File: src/as5_alu.sv
// shared pointer adder and length compare
`default_nettype none

module as5_alu #(
    parameter int CW = 17,
    parameter int PW = CW + 1
) (
    input  wire logic [PW-1:0] i_a,
    input  wire logic [3:0]    i_off,
    input  wire logic [CW-1:0] i_len,
    output logic      [PW-1:0] o_sum,
    output logic               o_ge
);

    // sum and sum >= length
    always_comb begin
        o_sum = i_a + PW'(i_off);
        o_ge  = (o_sum >= PW'(i_len));
    end

endmodule

`default_nettype wire

File: config.mk
export PLATFORM = sky130hd
export DESIGN_NAME = as5_alu
export DESIGN_NICKNAME = d
export VERILOG_FILES = /design/src/as5_alu.sv
export SDC_FILE = /design/constraint.sdc
export NUM_CORES = 1
export LEC_CHECK = 0
export BUFFER_PORTS_ARGS = -buffer_cell sky130_fd_sc_hd__buf_2
export CORE_UTILIZATION = 30
export DETAILED_ROUTE_END_ITERATION = 16
export PLACE_DENSITY_LB_ADDON = 0.1
export SLEW_MARGIN = 10
export SYNTH_ARGS = -nofsm -noshare
export SYNTH_HDL_FRONTEND = slang
export SYNTH_SLANG_ARGS = --single-unit
File: constraint.sdc
create_clock -name vclk -period 5.7
set_clock_uncertainty 0.15 [all_clocks]
set_input_delay 0.57 -clock vclk [all_inputs]
set_output_delay 0.57 -clock vclk [all_outputs]
set_load 0.05 [all_outputs]
== Word-level counts from Yosys, hierarchy flattened ==
Cells that the tools add are included.

* Register bits after elaboration: 0
* Input port bits: 39
* Output and inout port bits: 19
* Word-level logic and storage cells: 2

* $add $sub $neg: 1
* Order comparisons: 1

{| class="wikitable"
|+ Operator list
! kind !! number
|-
| adder 18 x 4 -> 18 bit || 1
|-
| greater-or-equal comparator 18 x 17 -> 1 bit || 1
|}

== Longest topological paths before layout ==
Gate-level depths: netlist (run 1).

* Word-level depth: 2
* Gate-level depth with buffers: 14
* Mapped depth without buffers: 14

== Worst setup path after synthesis (run 1) ==
Ideal clock, no wire load.

* Kind: in2out
* From: in i_a[0]
* To: out o_ge
* Arrival time: 4138 ps
* Data required time: 4980 ps
* Slack: 842 ps
* Cell stages on the path: 12
* Buffers on the path: 0
* Cells stage by stage: ha_1 inv_1 fa_1 nor2b_1 o31a_1 nand4_1 xnor2_1 ha_1 o21ai_0 nor2_1 o31a_2 or4b_1

* Cells in the longest elaborated chain, start to end: 2

{| class="wikitable"
|+ Ends and longest elaborated chain
! what !! line !! source
|-
| from (decl) || 8 || <nowiki>input wire logic [PW-1:0] i_a,</nowiki>
|-
| adder 18 x 4 -> 18 bit || 17 || <nowiki>o_sum = i_a + PW'(i_off);</nowiki>
|-
| net o_sum[8] || 11 || <nowiki>output logic [PW-1:0] o_sum,</nowiki>
|-
| greater-or-equal comparator 18 x 17 -> 1 bit || 18 || <nowiki>o_ge = (o_sum >= PW'(i_len));</nowiki>
|-
| to (decl) || 12 || <nowiki>output logic o_ge</nowiki>
|}

The timed path passes the listed nets, and every way through them passes these cells.

== Worst setup path after layout (run 1) ==
* From: in i_a[0]
* To: out o_ge

* Cells in the longest elaborated chain, start to end: 2

{| class="wikitable"
|+ Ends and longest elaborated chain
! what !! line
|-
| adder 18 x 4 -> 18 bit || 17
|-
| greater-or-equal comparator 18 x 17 -> 1 bit || 18
|}

Every way passes these cells.

==> impl_metrics.yaml, run 1 <==
status:
  outcome: "completed"
finish:
  fillers: 311
  layout.cells.non_filler: 206
  final_cell_mix: "buf_2 (58), inv_1 (22), ha_1 (21)"
  antenna-diode-count: 0
  syn_to_final_growth_pct: 36.81
  drive_above_1_share_pct: 37.71
  clock_buffers: 0
  layout_commonest_cell: "buf_2"
  seq_area_um2: 0
  seq_cell_count: 0
  fin_nets: 238
  multi_input_area_um2: 769.5
power:
  peakVddDrop_mv: 0.07027
  power.leakage_uw: 0.0006602
  power_uw: 136.6
  power_density_nw_per_um2: 115.7
logic_synthesis:
  synth_cell_type_count: 32
  synth_cells: 118
  yosysSeqAreaShare_pct: 0
  netlist_area_um2: 863.3
  synth_top_area_share_pct: 30.43
  syn_avg_cell_area_um2: 7.316
  syn_nets: 179
  synth.area.top_cells: "ha_1 (30%), xnor2_1 (10%), inv_1 (9.6%)"
  yosysTopAreaCell: "ha_1"
  yosysWarnings: 0
place:
  gp_congestion: 0.7747
  preCtsSetupSlack_ns: 1.377
  io_buffers: 58
  placed_cells_incl_taps: 206
  hpwlAfterDp_mm: 2.143
sta:
  finalHoldViolCount: 0
  min_period_over_period_pct: 75.77
  fin_ws_ns: 1.381
  period_minus_slack_ns: 4.319
  fmax_mhz: 231.5
  slew_violations: 0
  tightest_slew_ns: 0.4426
  relSlewSlack_pct: 70.50
  rsz0062_at_grt: "false"
  fin_setup_tns_ns: 0
  setup_viol: 0
global_route:
  grt_pass1_wl_mm: 3.870
  antenna_found_initial: 0
  grt.total_usage_pct: 14.76
  gr-total-overflow: 0
  grt_max_degree: 7
  grt_pass1_vias: 949
clock_tree:
  post_cts_resized: 0
  cts_setup_buffers: 0
  cts_hold_buf: 0
worst_setup_path:
  crit_fanout: 5
  cp-start-kind: "input port"
  end_kind: "output port"
  cp.arrival_ns: 3.60
  worstPathRequired_ns: 4.98
  critPathKind: "in2out"
drt:
  wl_mm: 2.270
  drtIter0Drc: 8
  firstDrtPassIters: 4
  vias_per_cell: 4.801
  drc: 0
  num_vias: 989
  wire_per_inst_um: 11.02
  ant_nets: 0
hold_path:
  min_from: "i_a[17]"
  hold_class: "in2out"
  hold_end: "o_sum[17]"
  min_path_cells: 3
floorplan:
  die_area_um2: 3096
  num_io_pins: 58
  num_rows: 19
  coreArea_um2: 2734
  initial_utilization_pct: 31.58
  die_h_um: 55.65
  die_w_um: 55.65
flow_run:
  maxCapViolCount: 0
-- worst max-delay path by stage --
stage,startpoint,end
2_1_floorplan,i_a[0],o_ge
3_3_place_gp,i_a[0],o_ge
3_5_place_dp,i_off[3],o_ge
4_1_cts,i_a[0],o_ge
5_1_grt,i_a[0],o_ge
6_report,i_a[0],o_ge
-- synthesized netlist by cell type (3+ instances only) --
library cell / n
xnor2_1: 10
nand3_1: 8
xor2_1: 5
a21oi_1: 7
inv_1: 22
nor2_1: 9
ha_1: 21
nand2_1: 7
o21ai_0: 3
nand4_1: 4
-- where the power goes --
| group | switching (uW) | total, uW | internal [uW] |
|---|---|---|---|
| clock network | 0 | 0 | 0 |
| logic | 91.3 | 137 | 45.4 |
| registers | 0 | 0 | 0 |
| total | 91.3 | 137 | 45.4 |
-- final cells by class --
type | count | area share [%]
Multi-Input combinational cell | 95 | 65.15
Timing Repair Buffer | 58 | 24.58
Inverter | 22 | 6.992
Tap cell | 31 | 3.284
-- per-layer routing --
metal	wire length, um	global-route usage [%]	part of all wire, %
met5	0	0	0
met4	0	0	0
met3	110	0.6977	4.8
met2	1189	29.26	52
met1	969	18.45	43
-- cells by family after synthesis --
kind of cell	after synthesis	share of synthesized area [%]
adders and majority gates	22	32.75
AOI/OAI and AO/OA	19	14.49
xor gates and xnor gates	15	15.22
and+or+nand+nor	39	26.67
buffers and inverters	23	10.87
-- per-stage QoR --
step | instance area [um2] | utilization [%] | hold slack [ns]
floorplan | 863.3 | - | 1.268
global placement | 1181 | 43.20 | 1.344
detailed placement | 1181 | 43.20 | 1.342
CTS | 1181 | 43.20 | 1.343
global route | 1181 | 43.20 | 1.376
finish | 1181 | 43.20 | 1.339
-- worst max-delay path, stage by stage --
cell	delay (ns)
buf_2	0.08
ha_1	0.16
inv_1	0.05
fa_1	0.40
nor2b_1	0.16
o31a_1	0.24
nand2_1	0.12
nor2_1	0.16
xor2_1	0.21
ha_1	0.28
nand3_1	0.13
nor3_1	0.07
a221oi_1	0.27
or4b_1	0.46
buf_2	0.23
Note: power is estimated with default switching activity, not from simulation.
==> run 2: changes to the inputs <==
- ABC_AREA: unset -> 1
- clock period: 5.7 -> 3.9 ns (I/O delays scaled with it)
==> run 2 against run 1 <==
Hold slack worse by 0.32 ns; highest routed layer unchanged; global-route usage shrank 1.1 points; first-iteration DRC count up 100%; utilization is 0.10 points lower.
==> impl_metrics.yaml, run 2 <==
drt:
  wl_mm: 2.221
  ant_nets: 0
  num_vias: 1064
  drtIter0Drc: 16
  drc: 0
  firstDrtPassIters: 4
  vias_per_cell: 4.124
  wire_per_inst_um: 8.609
flow_run:
  maxCapViolCount: 0
global_route:
  grt_pass1_wl_mm: 3.877
  grt_busiest_layer: "met2"
  grt_util_met2_pct: 24.96
  grt_max_degree: 5
  grt_util_met3_pct: 0
  antenna_found_initial: 0
  grt_use_met1_pct: 19.30
  grt_pass1_vias: 1015
  grt.total_usage_pct: 13.66
  gr-total-overflow: 0
worst_setup_path:
  critPathKind: "in2out"
  cp-start-kind: "input port"
  cp_slowest_cell: "fa_1"
  path_cells: "buf_2 > ha_1 > inv_1 > fa_1 > o21ai_2 > nand2_2 > nor3_2 > xnor2_1 > inv_1 > ha_1 > nand2_1 > nor2_1 > nand3_1 > nand3_1 > nand2_1 > nand2_1 > nand2_1 > nand2_1 > nand2_1 > nand2_1 > buf_2"
  end_kind: "output port"
  max_stage_delay_ns: 0.42
  cp.arrival_ns: 3.02
  worstPathRequired_ns: 3.36
  crit_fanout: 4
  path_common_cell: "nand2_1"
clock_tree:
  cts_setup_buffers: 0
  cts_hold_buf: 0
  post_cts_resized: 0
finish:
  drive_above_1_share_pct: 32.71
  syn_to_final_growth_pct: 37.06
  seq_cell_count: 0
  fin_nets: 277
  layout_commonest_cell: "buf_2"
  final_cell_mix: "buf_2 (58), inv_1 (42), nand2_1 (36)"
  post-route-util_pct: 43.10
  antenna-diode-count: 0
  fillers: 348
  clock_buffers: 0
  seq_area_um2: 0
floorplan:
  die_w_um: 58.34
  die_h_um: 58.34
  num_rows: 20
  initial_utilization_pct: 31.45
  coreArea_um2: 3028
  die_area_um2: 3403
  num_io_pins: 58
logic_synthesis:
  yosysTopAreaCell: "ha_1"
  synth_cells: 156
  yosysSeqAreaShare_pct: 0
  yosysMostFrequentCell: "inv_1"
  synth_common_cells: "inv_1 (42), nand2_1 (36), ha_1 (21), nor2_1 (10), xor2_1 (9)"
  syn_nets: 217
  synth_top_area_share_pct: 27.60
  syn_avg_cell_area_um2: 6.104
  synth_cell_type_count: 22
  yosysWarnings: 0
  synth.area.top_cells: "ha_1 (28%), inv_1 (17%), nand2_1 (14%)"
  netlist_area_um2: 952.2
power:
  power.leakage_uw: 0.0008265
  power_uw: 212.3
  power_density_nw_per_um2: 162.7
  peakVddDrop_mv: 0.07110
place:
  io_buffers: 58
  hpwlAfterDp_mm: 2.083
  gp_congestion: 0.7600
hold_path:
  hold_class: "in2out"
sta:
  finalHoldViolCount: 0
  min_period_over_period_pct: 91.40
  slew_violations: 0
  fmax_mhz: 280.6
  holdWs_ns: 1.015
  tightest_slew_ns: 0.2621
  fin_setup_tns_ns: 0
  rsz0062_at_grt: "false"
  period_minus_slack_ns: 3.564
  setup_viol: 0
  relSlewSlack_pct: 82.53
status:
  outcome: "completed"
==> run 2: cell count changes after synthesis, sizes merged, moves of 4 or more <==
cell   change
nand2     +31
inv       +21
nor2       +4
xnor2      -4
xor2       +4
==> run 2: cells by family (layout without fill, tap and decap cells) <==
kind of cell	after synthesis	in the layout	synth area share, %
AOI/OAI and AO/OA	12	12	7.754
buffers and inverters	43	101	16.95
xor gates and xnor gates	15	15	13.80
and+or+nand+nor	64	64	31.80
adders and majority gates	22	22	29.70
==> run 2: layer usage <==
metal,vias up,wire [um]
li1,595,-
met1,433,1155
met2,36,965
met3,0,100
met4,0,0
met5,-,0
==> run 2: path summary, 6_finish.rpt <==
check / cells after the start / end / from / slack, ns
setup / recovery: 21 / o_ge / i_a[0] / 0.34
hold / removal: 3 / o_sum[12] / i_a[12] / 1.01
==> run 2: critical path, delay by kind of cell <==
family / cells / cell delay (ns)
compound gates: 1 / 0.21
xor+xnor: 1 / 0.13
fa+ha+maj: 3 / 0.85
buf+inv: 4 / 0.45
simple gates: 12 / 1.00
==> run 2: report_power, final <==
part           switching (uW)  internal, uW
clock network               0             0
registers                   0             0
logic                     143          69.0
==> run 2: per-stage QoR <==
stage	setup WS (ns)	std cells	instance area [um2]
floorplan	0.01175	156	959.7
global placement	0.3865	258	1305
detailed placement	0.3023	258	1305
CTS	0.2968	258	1305
global route	0.007701	258	1305
finish	0.3356	258	1305
==> run 2: final cells by class <==
class | instances | area (um2) | area share (%)
tap | 44 | 55.05 | 4.219
multi-input combinational | 113 | 798.3 | 61.17
timing repair buffer | 58 | 290.3 | 22.24
inverter | 43 | 161.4 | 12.37
==> run 3: changes to the inputs <==
- ABC_AREA: 1 -> unset
==> run 3 against run 2 <==
Power increased by 13%; clock-buffer cell count unchanged; non-clock buffer count increased by 7; sequential share of layout area unchanged; utilization increased by 12 points; wire length increased by 15%.
==> impl_metrics.yaml, run 3 (synthesis gave the netlist of run 1 again) <==
worst_setup_path:
  critPathKind: "in2out"
  crit_fanout: 3
  end_kind: "output port"
  worstPathRequired_ns: 3.36
  cp.arrival_ns: 3.28
  cp-start-kind: "input port"
finish:
  layout_commonest_cell: "buf_2"
  post-route-util_pct: 55.29
  fin_nets: 245
  antenna-diode-count: 0
  clock_buffers: 0
  final_cell_mix: "buf_2 (56), inv_1 (21), ha_1 (17)"
  seq_cell_count: 0
  seq_area_um2: 0
  drive_above_1_share_pct: 56.59
  layout.cells.non_filler: 213
  syn_to_final_growth_pct: 75.07
status:
  outcome: "completed"
sta:
  rsz0062_at_grt: "true"
  fmax_mhz: 261.6
  relSlewSlack_pct: 81.32
  fin_ws_ns: 0.07694
  slew_violations: 0
  min_period_over_period_pct: 98.03
  period_minus_slack_ns: 3.823
  setup_viol: 0
  finalHoldViolCount: 0
  tightest_slew_ns: 0.2776
power:
  power_density_nw_per_um2: 158.2
  power.leakage_uw: 0.0007865
  peakVddDrop_mv: 0.1288
drt:
  ant_nets: 0
  wire_per_inst_um: 12.02
  vias_per_cell: 4.873
  drc: 0
  firstDrtPassIters: 4
  num_vias: 1038
  drtIter0Drc: 22
  wl_mm: 2.561
floorplan:
  die_w_um: 55.65
  num_io_pins: 58
  initial_utilization_pct: 31.58
  coreArea_um2: 2734
  die_area_um2: 3096
  num_rows: 19
  die_h_um: 55.65
clock_tree:
  cts_hold_buf: 0
global_route:
  antenna_found_initial: 0
  grt_pass1_wl_mm: 4.312
  grt_max_degree: 7
  gr-total-overflow: 0
  grt.total_usage_pct: 16.74
  grt_pass1_vias: 1023
flow_run:
  maxCapViolCount: 0
place:
  gp_congestion: 0.7721
  preCtsSetupSlack_ns: -0.05129
  placed_cells_incl_taps: 212
  io_buffers: 58
  hpwlAfterDp_mm: 2.305
hold_path:
  hold_class: "in2out"
==> run 3: cell types whose count changed in the layout (fill, tap and decap cells not counted), sizes merged, moves of 4 or more <==
cell,previous run,this run
nand2,39,8
nor2,13,9
inv,43,22
xnor2,6,10
buf,58,65
xor2,9,5
==> run 3: per-stage QoR <==
stage	hold WS, ns	total power (uW)	area (um2)	TNS [ns]
floorplan	0.7497	153.7	1057	0
CTS	1.020	228.9	1443	0
finish	1.020	239.2	1511	0
global placement	1.012	220.4	1420	-0.02028
global route	1.040	259.7	1511	-0.06226
detailed placement	1.018	224.0	1420	-0.05129
==> run 3: what timing repair did <==
item | CTS | global route
pin swaps | 3 | 16
gates resized for setup | 7 | 10
setup buffers | 0 | 1
endpoints found under the setup margin | 1 | 1
==> run 3: layer usage <==
| layer | vias to the layer above | track usage, % | part of all wire [%] |
|---|---|---|---|
| li1 | 535 | - | - |
| met1 | 468 | 22.17 | 42 |
| met2 | 35 | 31.50 | 52 |
| met3 | 0 | 1.163 | 5.8 |
| met4 | 0 | 0 | 0 |
| met5 | - | 0 | 0 |
==> run 3: where the power goes <==
group	total (uW)	switching, uW	internal, uW
sequential	0	0	0
combinational	239	149	90.5
clock	0	0	0
total	239	149	90.5
==> run 3: worst paths after layout <==
check                   start   endpoint  slack [ns]  cells after the start
worst max-delay path   i_a[0]       o_ge        0.08                     16
worst min-delay path  i_a[17]  o_sum[17]        1.02                      3
==> run 3: final cells by class <==
| class | instances | area [um2] |
|---|---|---|
| timing repair buffer | 65 | 359.1 |
| fill | 261 | 1222 |
| tap | 31 | 38.79 |
| multi-input combinational | 95 | 1031 |
| inverter | 22 | 82.58 |
==> run 3: critical path: stages <==
cell	delay [ns]
buf_2	0.10
ha_4	0.13
inv_2	0.04
fa_2	0.38
nor2b_2	0.14
o31a_1	0.21
buf_4	0.15
nand2_4	0.09
nor2_4	0.15
xor2_4	0.16
ha_1	0.25
nand3_2	0.09
nor3_1	0.06
a221oi_1	0.27
or4b_4	0.50
buf_8	0.17
